==> src/rtl/ucw_pkg.sv <==
`timescale 1ns / 1ps
// Shared types, constants and the cell width lookup for the UTF-8 width decoder
package ucw_pkg;

    localparam int QDEPTH = 4;
    localparam int QPTR_W = $clog2(QDEPTH);
    localparam int QCNT_W = $clog2(QDEPTH + 1);

    localparam logic [7:0] ASCII_MAX = 8'h7F;
    localparam logic [7:0] LEAD2_LO  = 8'hC2;
    localparam logic [7:0] LEAD2_HI  = 8'hDF;
    localparam logic [7:0] LEAD3_LO  = 8'hE0;
    localparam logic [7:0] LEAD3_HI  = 8'hEF;
    localparam logic [7:0] LEAD4_LO  = 8'hF0;
    localparam logic [7:0] LEAD4_HI  = 8'hF4;

    localparam logic [2:0] LEN_NONE = 3'd0;
    localparam logic [2:0] LEN_1    = 3'd1;
    localparam logic [2:0] LEN_2    = 3'd2;
    localparam logic [2:0] LEN_3    = 3'd3;
    localparam logic [2:0] LEN_4    = 3'd4;

    localparam logic [1:0] CW_ZERO = 2'd0;
    localparam logic [1:0] CW_ONE  = 2'd1;
    localparam logic [1:0] CW_TWO  = 2'd2;

    typedef logic [20:0] cp_t;

    localparam cp_t CP_MIN3  = 21'h000800;
    localparam cp_t CP_MIN4  = 21'h010000;
    localparam cp_t SURR_LO  = 21'h00D800;
    localparam cp_t SURR_HI  = 21'h00DFFF;
    localparam cp_t CP_MAX   = 21'h10FFFF;
    localparam cp_t CTRL_END = 21'h000020;
    localparam cp_t DEL_LO   = 21'h00007F;
    localparam cp_t C1_END   = 21'h0000A0;

    typedef struct packed {
        cp_t lo;
        cp_t hi;
    } span_t;

    localparam int N_ZERO = 7;
    localparam int N_WIDE = 12;

    localparam span_t ZERO_SPANS [N_ZERO] = '{
        '{21'h00300, 21'h0036F}, '{21'h01AB0, 21'h01AFF}, '{21'h01DC0, 21'h01DFF},
        '{21'h020D0, 21'h020FF}, '{21'h0FE00, 21'h0FE0F}, '{21'h0FE20, 21'h0FE2F},
        '{21'hE0100, 21'hE01EF}
    };

    localparam span_t WIDE_SPANS [N_WIDE] = '{
        '{21'h01100, 21'h0115F}, '{21'h02329, 21'h0232A}, '{21'h02E80, 21'h0303E},
        '{21'h03040, 21'h0A4CF}, '{21'h0AC00, 21'h0D7A3}, '{21'h0F900, 21'h0FAFF},
        '{21'h0FE10, 21'h0FE19}, '{21'h0FE30, 21'h0FE6F}, '{21'h0FF00, 21'h0FF60},
        '{21'h0FFE0, 21'h0FFE6}, '{21'h1F300, 21'h1FAFF}, '{21'h20000, 21'h3FFFD}
    };

    typedef struct packed {
        logic [2:0][7:0] err_byte;
        logic [1:0]      err_cnt;
        logic            has_last;
        cp_t             last_cp;
        logic            last_err;
        logic [2:0]      last_used;
        logic            end_flag;
    } job_t;

    function automatic logic [1:0] cells_of(input cp_t cp);
        logic zero_hit;
        logic wide_hit;
        zero_hit = (cp < CTRL_END) || (cp >= DEL_LO && cp < C1_END);
        wide_hit = 1'b0;
        for (int i = 0; i < N_ZERO; i++)
        begin
            zero_hit = zero_hit || (cp >= ZERO_SPANS[i].lo && cp <= ZERO_SPANS[i].hi);
        end
        for (int i = 0; i < N_WIDE; i++)
        begin
            wide_hit = wide_hit || (cp >= WIDE_SPANS[i].lo && cp <= WIDE_SPANS[i].hi);
        end
        if (zero_hit)
            return CW_ZERO;
        else if (wide_hit)
            return CW_TWO;
        else
            return CW_ONE;
    endfunction

endpackage

==> src/rtl/ucw_front.sv <==
`timescale 1ns / 1ps
// Front end: accepts bytes, tracks the pending sequence and builds result jobs
module ucw_front (
    input  logic          clk,
    input  logic          rst_n,
    input  logic          in_valid,
    output logic          in_stall,
    input  logic [7:0]    data_byte,
    input  logic          end_of_range,
    input  logic          q_full,
    output logic          push,
    output ucw_pkg::job_t push_job
);
    import ucw_pkg::*;

    logic [2:0]      exp_reg;
    logic [2:0]      exp_next;
    logic [1:0]      hc_reg;
    logic [1:0]      hc_next;
    logic [2:0][7:0] held_reg;
    logic [2:0][7:0] held_next;
    logic            accept;
    logic            pending;
    logic            cont;
    logic            fin;
    logic            take_lead;
    logic [2:0]      lead_len;
    cp_t             v;
    logic            bad;
    job_t            job;

    assign in_stall = q_full;
    assign accept   = in_valid && !q_full;
    assign pending  = (exp_reg != LEN_NONE) && (hc_reg != 2'd0);
    assign cont     = (data_byte[7:6] == 2'b10);
    assign fin      = (({1'b0, hc_reg} + 3'd1) >= exp_reg);

    always_comb
    begin
        if (data_byte <= ASCII_MAX)
            lead_len = LEN_1;
        else if (data_byte >= LEAD2_LO && data_byte <= LEAD2_HI)
            lead_len = LEN_2;
        else if (data_byte >= LEAD3_LO && data_byte <= LEAD3_HI)
            lead_len = LEN_3;
        else if (data_byte >= LEAD4_LO && data_byte <= LEAD4_HI)
            lead_len = LEN_4;
        else
            lead_len = LEN_NONE;
    end

    always_comb
    begin
        unique case (exp_reg)
            LEN_2:   v = {10'd0, held_reg[0][4:0], data_byte[5:0]};
            LEN_3:   v = {5'd0, held_reg[0][3:0], held_reg[1][5:0], data_byte[5:0]};
            LEN_4:   v = {held_reg[0][2:0], held_reg[1][5:0], held_reg[2][5:0],
                          data_byte[5:0]};
            default: v = '0;
        endcase
    end

    assign bad = (exp_reg == LEN_3 && v < CP_MIN3) || (exp_reg == LEN_4 && v < CP_MIN4) ||
                 (v >= SURR_LO && v <= SURR_HI) || (v > CP_MAX);

    always_comb
    begin
        exp_next       = exp_reg;
        hc_next        = hc_reg;
        held_next      = held_reg;
        take_lead      = 1'b1;
        job.err_byte   = held_reg;
        job.err_cnt    = 2'd0;
        job.has_last   = 1'b0;
        job.last_cp    = {13'd0, data_byte};
        job.last_err   = 1'b1;
        job.last_used  = LEN_1;
        job.end_flag   = end_of_range;
        if (pending)
        begin
            if (cont)
            begin
                take_lead = 1'b0;
                if (fin)
                begin
                    exp_next     = LEN_NONE;
                    hc_next      = 2'd0;
                    job.has_last = 1'b1;
                    if (bad)
                    begin
                        job.err_cnt = hc_reg;
                    end
                    else
                    begin
                        job.last_cp   = v;
                        job.last_err  = 1'b0;
                        job.last_used = exp_reg;
                    end
                end
                else
                begin
                    held_next[hc_reg] = data_byte;
                    hc_next           = hc_reg + 2'd1;
                    if (end_of_range)
                    begin
                        job.err_cnt  = hc_reg;
                        job.has_last = 1'b1;
                    end
                end
            end
            else
            begin
                job.err_cnt = hc_reg;
                exp_next    = LEN_NONE;
                hc_next     = 2'd0;
            end
        end
        else
        begin
            exp_next = LEN_NONE;
            hc_next  = 2'd0;
        end
        if (take_lead)
        begin
            if (lead_len == LEN_1)
            begin
                job.has_last = 1'b1;
                job.last_err = 1'b0;
            end
            else if (lead_len == LEN_NONE || end_of_range)
            begin
                job.has_last = 1'b1;
            end
            else
            begin
                held_next[0] = data_byte;
                hc_next      = 2'd1;
                exp_next     = lead_len;
            end
        end
        if (end_of_range)
        begin
            exp_next = LEN_NONE;
            hc_next  = 2'd0;
        end
    end

    assign push     = accept && (job.err_cnt != 2'd0 || job.has_last);
    assign push_job = job;

    always_ff @(posedge clk or negedge rst_n)
    begin
        if (!rst_n)
        begin
            exp_reg <= LEN_NONE;
            hc_reg  <= 2'd0;
        end
        else if (accept)
        begin
            exp_reg <= exp_next;
            hc_reg  <= hc_next;
        end
    end

    always_ff @(posedge clk)
    begin
        if (accept)
            held_reg <= held_next;
    end

    a_pending_pair: assert property (@(posedge clk) disable iff (!rst_n)
        (exp_reg == LEN_NONE) == (hc_reg == 2'd0))
        else $error("expected length and held count disagree");

    a_held_short: assert property (@(posedge clk) disable iff (!rst_n)
        pending |-> ({1'b0, hc_reg} < exp_reg))
        else $error("held bytes reach expected length");

endmodule

==> src/rtl/ucw_queue.sv <==
`timescale 1ns / 1ps
// Job queue between the front end and the result sequencer
module ucw_queue (
    input  logic          clk,
    input  logic          rst_n,
    input  logic          push,
    input  ucw_pkg::job_t push_job,
    output logic          full,
    input  logic          pop,
    output ucw_pkg::job_t pop_job,
    output logic          q_valid
);
    import ucw_pkg::*;

    job_t              mem_reg [QDEPTH];
    logic [QPTR_W-1:0] wr_ptr_reg;
    logic [QPTR_W-1:0] wr_ptr_next;
    logic [QPTR_W-1:0] rd_ptr_reg;
    logic [QPTR_W-1:0] rd_ptr_next;
    logic [QCNT_W-1:0] cnt_reg;
    logic [QCNT_W-1:0] cnt_next;

    assign full    = (cnt_reg == QCNT_W'(QDEPTH));
    assign q_valid = (cnt_reg != '0);
    assign pop_job = mem_reg[rd_ptr_reg];

    always_comb
    begin
        wr_ptr_next = (wr_ptr_reg == QPTR_W'(QDEPTH - 1)) ? '0 : wr_ptr_reg + 1'b1;
        rd_ptr_next = (rd_ptr_reg == QPTR_W'(QDEPTH - 1)) ? '0 : rd_ptr_reg + 1'b1;
        cnt_next    = cnt_reg;
        if (push && !pop)
            cnt_next = cnt_reg + 1'b1;
        else if (pop && !push)
            cnt_next = cnt_reg - 1'b1;
    end

    always_ff @(posedge clk or negedge rst_n)
    begin
        if (!rst_n)
        begin
            wr_ptr_reg <= '0;
            rd_ptr_reg <= '0;
            cnt_reg    <= '0;
        end
        else
        begin
            if (push)
                wr_ptr_reg <= wr_ptr_next;
            if (pop)
                rd_ptr_reg <= rd_ptr_next;
            cnt_reg <= cnt_next;
        end
    end

    always_ff @(posedge clk)
    begin
        if (push)
            mem_reg[wr_ptr_reg] <= push_job;
    end

    a_no_overflow: assert property (@(posedge clk) disable iff (!rst_n)
        push |-> (!full || pop))
        else $error("job pushed into a full queue");

    a_no_underflow: assert property (@(posedge clk) disable iff (!rst_n)
        pop |-> q_valid)
        else $error("job popped from an empty queue");

endmodule

==> src/rtl/ucw_back.sv <==
`timescale 1ns / 1ps
// Back end: expands jobs into result words and keeps the running width total
module ucw_back #(
    parameter int TOTAL_BITS = 32
) (
    input  logic          clk,
    input  logic          rst_n,
    input  logic          q_valid,
    input  ucw_pkg::job_t q_job,
    output logic          pop,
    output logic          out_valid,
    input  logic          out_stall,
    output logic [20:0]   code_point,
    output logic          is_error,
    output logic [2:0]    bytes_used,
    output logic [1:0]    cell_width,
    output logic [31:0]   width_total,
    output logic          run_last,
    output logic          range_done
);
    import ucw_pkg::*;

    localparam int SUM_W = TOTAL_BITS + 1;

    job_t                  cur_reg;
    logic [1:0]            cur_w_reg;
    logic                  cur_valid_reg;
    logic [1:0]            idx_reg;
    logic [TOTAL_BITS-1:0] rw_reg;
    logic [TOTAL_BITS-1:0] rw_sat;
    logic [SUM_W-1:0]      sum;
    logic [2:0]            total;
    logic                  final_item;
    logic                  advance;
    cp_t                   item_cp;
    logic                  item_err;
    logic [2:0]            item_used;
    logic [1:0]            item_w;

    logic                  out_valid_reg;
    cp_t                   cp_reg;
    logic                  err_reg;
    logic [2:0]            used_reg;
    logic [1:0]            w_reg;
    logic [TOTAL_BITS-1:0] wt_reg;
    logic                  last_reg;
    logic                  done_reg;

    assign total      = {1'b0, cur_reg.err_cnt} + {2'b0, cur_reg.has_last};
    assign final_item = (({1'b0, idx_reg} + 3'd1) == total);
    assign advance    = cur_valid_reg && (!out_valid_reg || !out_stall);
    assign pop        = q_valid && (!cur_valid_reg || (advance && final_item));

    always_comb
    begin
        if (idx_reg < cur_reg.err_cnt)
        begin
            item_cp   = {13'd0, cur_reg.err_byte[idx_reg]};
            item_err  = 1'b1;
            item_used = LEN_1;
            item_w    = CW_ONE;
        end
        else
        begin
            item_cp   = cur_reg.last_cp;
            item_err  = cur_reg.last_err;
            item_used = cur_reg.last_used;
            item_w    = cur_reg.last_err ? CW_ONE : cur_w_reg;
        end
    end

    assign sum    = {1'b0, rw_reg} + SUM_W'(item_w);
    assign rw_sat = sum[TOTAL_BITS] ? '1 : sum[TOTAL_BITS-1:0];

    always_ff @(posedge clk or negedge rst_n)
    begin
        if (!rst_n)
        begin
            cur_valid_reg <= 1'b0;
            idx_reg       <= 2'd0;
            rw_reg        <= '0;
            out_valid_reg <= 1'b0;
        end
        else
        begin
            if (pop)
            begin
                cur_valid_reg <= 1'b1;
                idx_reg       <= 2'd0;
            end
            else if (advance)
            begin
                if (final_item)
                begin
                    cur_valid_reg <= 1'b0;
                    idx_reg       <= 2'd0;
                end
                else
                begin
                    idx_reg <= idx_reg + 2'd1;
                end
            end
            if (advance)
                rw_reg <= (final_item && cur_reg.end_flag) ? '0 : rw_sat;
            if (advance)
                out_valid_reg <= 1'b1;
            else if (!out_stall)
                out_valid_reg <= 1'b0;
        end
    end

    always_ff @(posedge clk)
    begin
        if (pop)
        begin
            cur_reg   <= q_job;
            cur_w_reg <= cells_of(q_job.last_cp);
        end
        if (advance)
        begin
            cp_reg   <= item_cp;
            err_reg  <= item_err;
            used_reg <= item_used;
            w_reg    <= item_w;
            wt_reg   <= rw_sat;
            last_reg <= final_item;
            done_reg <= final_item && cur_reg.end_flag;
        end
    end

    assign out_valid   = out_valid_reg;
    assign code_point  = cp_reg;
    assign is_error    = err_reg;
    assign bytes_used  = used_reg;
    assign cell_width  = w_reg;
    assign width_total = 32'(wt_reg);
    assign run_last    = last_reg;
    assign range_done  = done_reg;

    a_idx_in_job: assert property (@(posedge clk) disable iff (!rst_n)
        cur_valid_reg |-> (total != 3'd0 && {1'b0, idx_reg} < total))
        else $error("result index outside current job");

    a_done_is_last: assert property (@(posedge clk) disable iff (!rst_n)
        (out_valid_reg && done_reg) |-> last_reg)
        else $error("range end flagged on a word that is not the last of its byte");

endmodule

==> src/rtl/utf8_decode_cell_width.sv <==
`timescale 1ns / 1ps
// Top level of the UTF-8 decoder with terminal cell width
//
//  channel  | direction | handshake            | payload
//  ---------+-----------+----------------------+------------------------------------------
//  in       | input     | in_valid / in_stall  | data_byte, end_of_range
//  out      | output    | out_valid / out_stall| code_point, is_error, bytes_used,
//           |           |                      | cell_width, width_total, run_last,
//           |           |                      | range_done
//
// One byte is accepted per cycle while the job queue has room; the output word is registered.
// The sequencer sends one word per cycle while out_stall is low and ends a job before the next.
// A four-entry job queue between front end and sequencer absorbs error bursts.
// Reset clears the pending sequence, the queue and the width total; no clearing pass.
// out_stall holds the output word; in_stall rises only when the job queue is full.
module utf8_decode_cell_width #(
    parameter int TOTAL_BITS = 32
) (
    input  logic        clk,
    input  logic        rst_n,
    input  logic        in_valid,
    output logic        in_stall,
    input  logic [7:0]  data_byte,
    input  logic        end_of_range,
    output logic        out_valid,
    input  logic        out_stall,
    output logic [20:0] code_point,
    output logic        is_error,
    output logic [2:0]  bytes_used,
    output logic [1:0]  cell_width,
    output logic [31:0] width_total,
    output logic        run_last,
    output logic        range_done
);
    import ucw_pkg::*;

    logic q_full;
    logic push;
    logic pop;
    logic q_valid;
    job_t push_job;
    job_t pop_job;

    ucw_front u_front (
        .clk          (clk),
        .rst_n        (rst_n),
        .in_valid     (in_valid),
        .in_stall     (in_stall),
        .data_byte    (data_byte),
        .end_of_range (end_of_range),
        .q_full       (q_full),
        .push         (push),
        .push_job     (push_job)
    );

    ucw_queue u_queue (
        .clk      (clk),
        .rst_n    (rst_n),
        .push     (push),
        .push_job (push_job),
        .full     (q_full),
        .pop      (pop),
        .pop_job  (pop_job),
        .q_valid  (q_valid)
    );

    ucw_back #(
        .TOTAL_BITS (TOTAL_BITS)
    ) u_back (
        .clk         (clk),
        .rst_n       (rst_n),
        .q_valid     (q_valid),
        .q_job       (pop_job),
        .pop         (pop),
        .out_valid   (out_valid),
        .out_stall   (out_stall),
        .code_point  (code_point),
        .is_error    (is_error),
        .bytes_used  (bytes_used),
        .cell_width  (cell_width),
        .width_total (width_total),
        .run_last    (run_last),
        .range_done  (range_done)
    );

endmodule

==> config.mk <==
export PLATFORM = sky130hd
export DESIGN_NAME = utf8_decode_cell_width
export DESIGN_NICKNAME = d
export VERILOG_FILES = /design/src/rtl/ucw_pkg.sv /design/src/rtl/ucw_front.sv /design/src/rtl/ucw_queue.sv /design/src/rtl/ucw_back.sv /design/src/rtl/utf8_decode_cell_width.sv
export SDC_FILE = /design/constraint.sdc
export NUM_CORES = 1
export LEC_CHECK = 0
export ABC_AREA = 0
export BUFFER_PORTS_ARGS = -buffer_cell sky130_fd_sc_hd__buf_2
export CORE_MARGIN = 4
export CORE_UTILIZATION = 50
export CTS_CLUSTER_DIAMETER = 40
export DETAILED_ROUTE_END_ITERATION = 8
export HOLD_SLACK_MARGIN = 0.08
export PLACE_DENSITY = 0.72
export SYNTH_ARGS = -nofsm -noshare
export SYNTH_HDL_FRONTEND = slang
export SYNTH_HIERARCHICAL = 1
export SYNTH_SLANG_ARGS = --single-unit
==> constraint.sdc <==
create_clock -name clk -period 6.4 [get_ports clk]
set_input_delay 1.28 -clock clk [delete_from_list [all_inputs] [get_ports clk]]
set_output_delay 1.28 -clock clk [all_outputs]
set_load 0.005 [all_outputs]
==> reports/metrics.cfg, run 1 <==
[status]
status=finished clean

[timing]
worst_pin_slew_ps=941
setup_tns_ps=0
setup_viol=0
period_share=0.693
post-route-min-period_ps=4440
timing.hold.ws_ps=493
rsz0062_at_grt=no
hold_viol=0
relSlewSlack=0.368
slew_violations=0
setup_slack_ps=1960
fmax_mhz=225
finalClockSkew_ps=29.5

[critical_path]
required_ps=6860
cp-start-kind=register
end_kind=register
path_cells=ha_1 -> a21oi_2 -> buf_4 -> or3_1 -> ha_1 -> inv_1 -> fa_1 -> and4b_1 -> and2_1 -> nand4b_2 -> buf_4 -> and2_1 -> and3_1 -> nor3_1
cp_slowest_cell=dfrtp_1
crit_type=reg -> reg
slowest_delay_ps=750
critPathMaxFanout=34
arrival_ps=4900

[final_layout]
diodes=0
layout_commonest_cell=edfxtp_1
drive_gt1_frac=0.210
layout.nets=1232
fill_cells=2547
largest_register_ffs=212
layout_common_cells=352 x edfxtp_1, 75 x buf_2, 73 x nand2_1
design_area_um2=19600
syn2layout_area_growth_pct=13.4

[route]
wl_per_cell_um=21.3
via_per_inst=5.94
first_iter_violations=936
route.detailed.drc=0
antenna_left=0
via_count=10016
first_pass_iters=5
drt_wl_total_um=36000

[floorplan]
dieWidth_um=194
core.rowCount=67
initial_core_util=0.511
io_pins=76
die_y_um=194
dieArea_um2=37600
core-area_um2=33800

[power]
power_mw=9.01
leakagePower_nw=6.96
ir_drop_uv=279
p_per_area_nw_per_um2=461

[grt]
overflow=0
grtUsageTotal=0.190
grt_pass1_vias=9791
grt_max_degree=61
antenna_found_initial=0
grt_pass1_wl_um=56700

[synthesis]
synth_cells=1120
synth-simple-area-share=0.110
synth.top_cell.area_share=0.612
synth_compound_area_frac=0.0663
synth_fp_nets=1154
synth_mux_area_frac=0.0826
post_synth.cell_area_avg_um2=15.4
synthAdderAreaFrac=0.0161
synth_edf_count=352
yosysUniqueCellTypes=82
synth-main-ff-cell=edfxtp_1
synth_top_area_cell=edfxtp_1
yosys.area_share.xor_xnor=0.0142
seq_area_frac_synth=0.682
synthArstFlopShare=0.120
ys_ff_latch=400
synth_top_family_by_area=simple AND/OR/NAND/NOR gates
yosys-top-cells-area=edfxtp_1 61%, dfrtp_1 7.0%, mux4_2 6.3%
ys_warn_count=6
synth_area_um2=17300

[clock_tree]
cts_hold_buf=0
post_cts_buffers=0
clk_latency_ps=560
cts_tree=done
htreeDepth=2
ctsLongestPathBuffers=3
clkTransAtPathRegs_ps=60
root_buffer=clkbuf_16
cts.sinks=400
numCtsBuffers=48
cts-resized-gates=0

[placement]
place.gp.congestion=0.824
dpl_cell_area_um2=17900
dp_hpwl_um=23800
dp_slack_ps=1820
place.port_buffers=75

[job]
maxCapViolCount=0

[hold_path]
min_path_type=reg -> reg

worst paths after layout:
| check | startpoint | endpoint | slack, ps | cells after the start |
|---|---|---|---|---|
| worst max-delay path | u_back/idx_reg[1] | u_back/rw_reg[12] | 1960 | 14 |
| worst min-delay path | u_back/cur_valid_reg | u_back/out_valid | 490 | 1 |
| worst max register to register | u_back/idx_reg[1] | u_back/rw_reg[12] | 1960 | 14 |
| worst min register to register | u_back/cur_valid_reg | u_back/out_valid | 490 | 1 |
| max in group asynchronous | rst_n | u_queue/rd_ptr_reg[0] | 5010 | 2 |
| min in group asynchronous | rst_n | u_back/rw_reg[31] | 860 | 2 |
cells by family (layout without fill, tap and decap cells):
family | Yosys count | in the layout
compound gates | 167 | 167
flops | 400 | 400
simple gates | 340 | 340
fa+ha+maj | 21 | 21
xor+xnor | 28 | 28
mux | 73 | 73
buf+inv | 91 | 209
stage by stage:
step | instances | util
finish | 1686 | 0.579
global route | 1686 | 0.579
CTS | 1686 | 0.579
detailed placement | 1596 | 0.531
global placement | 1596 | 0.531
floorplan | 1120 | -
layer usage:
layer,wire length (um),part of all wire,vias to the layer above,GRT usage
li1,-,-,4527,-
met1,15400,0.43,5035,0.266
met2,17600,0.49,403,0.313
met3,2280,0.063,51,0.0304
met4,677,0.019,0,0.0517
met5,0,0,-,0
synth_stat cells, types with 4 or more instances:
library cell  instances
inv_1                26
and4_1                6
mux2_2               11
a311oi_1              6
xor2_1                9
buf_12                5
nor4_1                8
buf_4                 4
o21ai_0              35
mux4_1                5
a31oi_1               7
and2_1               15
a21oi_1              44
and3_1               24
a22o_1                6
nor3b_1               5
or4_1                 5
nor2b_1              28
buf_6                 4
nand4_1              14
clkbuf_1             21
xnor2_1              19
dfrtp_1              48
nor4b_1               5
nand2b_1             14
or3_1                 7
a21boi_1              6
nand2_1              73
edfxtp_1            352
a41oi_1               8
buf_2                28
a211oi_1              7
nor3_1               26
nand3_1              24
ha_1                 19
mux2i_1               9
nor2_1               62
o22ai_1               5
mux4_2               48
a22oi_1               8
where the power goes:
part           leakage (nW)  total (mW)  switching (mW)  internal [mW]
Combinational          2.29        2.32            1.44          0.886
Sequential             3.88        4.00           0.310           3.69
Clock                 0.788        2.69            1.08           1.61
final cells by class:
type                    count  area [um2]  area share
clock buffers              53        1220      0.0623
clock inverters            37         403      0.0206
inverters                  26        98.8     0.00505
multi-input cells         629        5000       0.255
flip-flops and latches    400       11800       0.602
well taps                 448         561      0.0286
repair buffers             93         510      0.0261
worst max-delay path: cells and delay by family, from the launching register on:
family / cells / cell delay [ps]
adders and majority gates: 3 / 940
AOI/OAI and AO/OA: 1 / 110
buffers and inverters: 3 / 680
DFF: 1 / 750
and+or+nand+nor: 7 / 1820
(Power assumes the default switching activity.)
==> run 2: changes to the inputs <==
Clock period 6.4 ns to 4.35 ns, I/O delays scaled along.
==> run 2 against run 1 <==
  * Critical path depth fell by 6
  * Via count down 0.41%
  * Worst hold slack lost 66 ps
  * Largest cell class unchanged
  * Clock power is 48% higher
  * Clock skew down 9.8 ps
  * Global-route usage fell by 0.30 points
  * Combinational power is 52% higher
  * Die area did not move
  * Clock-buffer cell count is 3 higher
  * Flip-flop and latch count did not move
==> reports/metrics.cfg, run 2 (synthesis gave the netlist of run 1 again) <==
[power]
p_seq_frac=0.438  ; -0.006
leakagePower_nw=7.01  ; +0.73%
power_frac_comb=0.264  ; +0.006
p_per_area_nw_per_um2=677  ; +47%
p_int_mw=9.08  ; +47%
swShare=0.319  ; +0.00529
power_mw=13.3  ; +48%
ir_drop_uv=369  ; +32%
p_sw_mw=4.25  ; +50%
pwr-share-clk=0.298  ; about the same

[clock_tree]
cts-resized-gates=0  ; unchanged
cts_tree=done
clk_latency_ps=580  ; +20 ps
htreeDepth=2  ; unchanged
post_cts_buffers=0  ; unchanged
cts_hold_buf=0  ; unchanged
cts.sinks=400  ; unchanged
ctsLongestPathBuffers=3  ; unchanged
root_buffer=clkbuf_16
clkTransAtPathRegs_ps=60  ; about the same
numCtsBuffers=50  ; +4.2%

[timing]
post-route-min-period_ps=3740  ; -692 ps
fmax_mhz=267  ; +18%
slew_violations=0  ; unchanged
finalClockSkew_ps=19.6  ; -9.82 ps
setup_tns_ps=0  ; unchanged
rsz0062_at_grt=no
timing.hold.ws_ps=426  ; -66.3 ps
worst_pin_slew_ps=806  ; -135 ps
hold_viol=0  ; unchanged
period_share=0.861  ; +0.168
setup_slack_ps=605  ; -1360 ps
setup_viol=0  ; unchanged
relSlewSlack=0.461  ; +0.0925

[final_layout]
register_area_um2=11800  ; unchanged
diodes=0  ; unchanged
layout_common_cells=352 x edfxtp_1, 75 x buf_2, 73 x nand2_1
fill_cells=2563  ; +0.63%
syn2layout_area_growth_pct=14.0
layout.nets=1240  ; +0.65%
drive_gt1_frac=0.218  ; +0.00811
multiInputGateArea_um2=5000  ; unchanged
design_area_um2=19700  ; +0.58%
layout_commonest_cell=edfxtp_1
largest_register_ffs=212  ; unchanged

[critical_path]
arrival_ps=4010  ; -890 ps
required_ps=4610  ; -2250 ps
cp-start-kind=register
crit_type=reg -> reg
end_kind=register
critPathMaxFanout=16  ; -53%

[hold_path]
min_path_type=in -> async

[floorplan]
core-area_um2=33800  ; unchanged
core.rowCount=67  ; unchanged
dieWidth_um=194  ; unchanged
io_pins=76  ; unchanged
initial_core_util=0.511  ; unchanged
dieArea_um2=37600  ; unchanged
die_y_um=194  ; unchanged

[grt]
grt_max_degree=60  ; -1.6%
overflow=0  ; unchanged
antenna_found_initial=0  ; unchanged
grtUsageTotal=0.187  ; -0.00297
grt_pass1_vias=9768  ; -0.23%
grt_pass1_wl_um=56100  ; -1.1%

[route]
route.detailed.drc=0  ; unchanged
first_iter_violations=767  ; -18%
antenna_left=0  ; unchanged
via_count=9975  ; -0.41%
via_per_inst=5.88  ; -0.94%
drt_wl_total_um=35400  ; -1.8%
wl_per_cell_um=20.9  ; -2.3%
first_pass_iters=5  ; unchanged

[placement]
dpl_cell_area_um2=18000  ; +0.53%
place.port_buffers=75  ; unchanged
place.gp.congestion=0.864  ; +4.9%
dp_hpwl_um=22900  ; -3.8%
dp_slack_ps=614  ; -1210 ps

[status]
status=finished clean

[job]
maxCapViolCount=0  ; unchanged

-- run 2: cell count changes in the layout (fill, tap and decap cells not counted), moves of 2 or more --
cell       before  now
buf_12          0    4
clkinv_1        7    3
bufinv_16       5    2
clkinv_4        1    4
clkinv_8        4    1
buf_4          18   20
clkbuf_16      48   50
inv_6           7    9
-- run 2: layout make-up --
class	instances	share of cell area
flip-flops and latches	400	0.598
well taps	448	0.0285
clock buffers	56	0.0647
inverters	26	0.00502
repair buffers	99	0.0308
clock inverters	37	0.0186
multi-input cells	629	0.254
-- run 2: worst max-delay path, cell delays in order, from the launching register on --
cell	delay (ps)
dfrtp_1	560
nor3b_2	650
a22oi_1	290
o31ai_4	390
nand3_1	190
a311oi_1	330
buf_4	210
and2_2	500
buf_4	310
-- run 2: power by group through the flow --
stage | Sequential, mW | Combinational, mW | Clock (mW)
after CTS | 5.86 | 3.54 | 4.06
final | 5.84 | 3.52 | 3.97
after floorplan | 5.74 | 2.60 | 0
after detailed placement | 5.93 | 3.51 | 0
after global routing | 5.94 | 3.86 | 4.25
after global placement | 5.88 | 3.47 | 0
-- run 2: worst paths after layout --
path	startpoint	endpoint	slack, ps	cells after the start
worst max-delay path	u_front/exp_reg[0]	u_queue/mem_reg[2][22]	610	8
worst min-delay path	rst_n	u_back/rw_reg[10]	430	2
worst max register to register	u_front/exp_reg[0]	u_queue/mem_reg[2][22]	610	8
worst min register to register	u_queue/cnt_reg[2]	u_queue/cnt_reg[2]	480	1
max in group asynchronous	rst_n	u_queue/rd_ptr_reg[0]	3370	2
min in group clk	u_queue/cnt_reg[2]	u_queue/cnt_reg[2]	480	1
-- run 2: metal layers --
layer | wire length (um) | vias up | track usage | part of all wire
met1 | 15500 | 4974 | 0.270 | 0.44
met3 | 2600 | 53 | 0.0405 | 0.074
met2 | 16800 | 415 | 0.296 | 0.48
met4 | 481 | 0 | 0.0404 | 0.014
li1 | - | 4533 | - | -
met5 | 0 | - | 0 | 0
-- run 2: metrics by stage --
stage               utilization  std cells
floorplan                     -       1120
global placement          0.534       1602
detailed placement        0.534       1602
CTS                       0.582       1695
global route              0.582       1695
finish                    0.582       1695
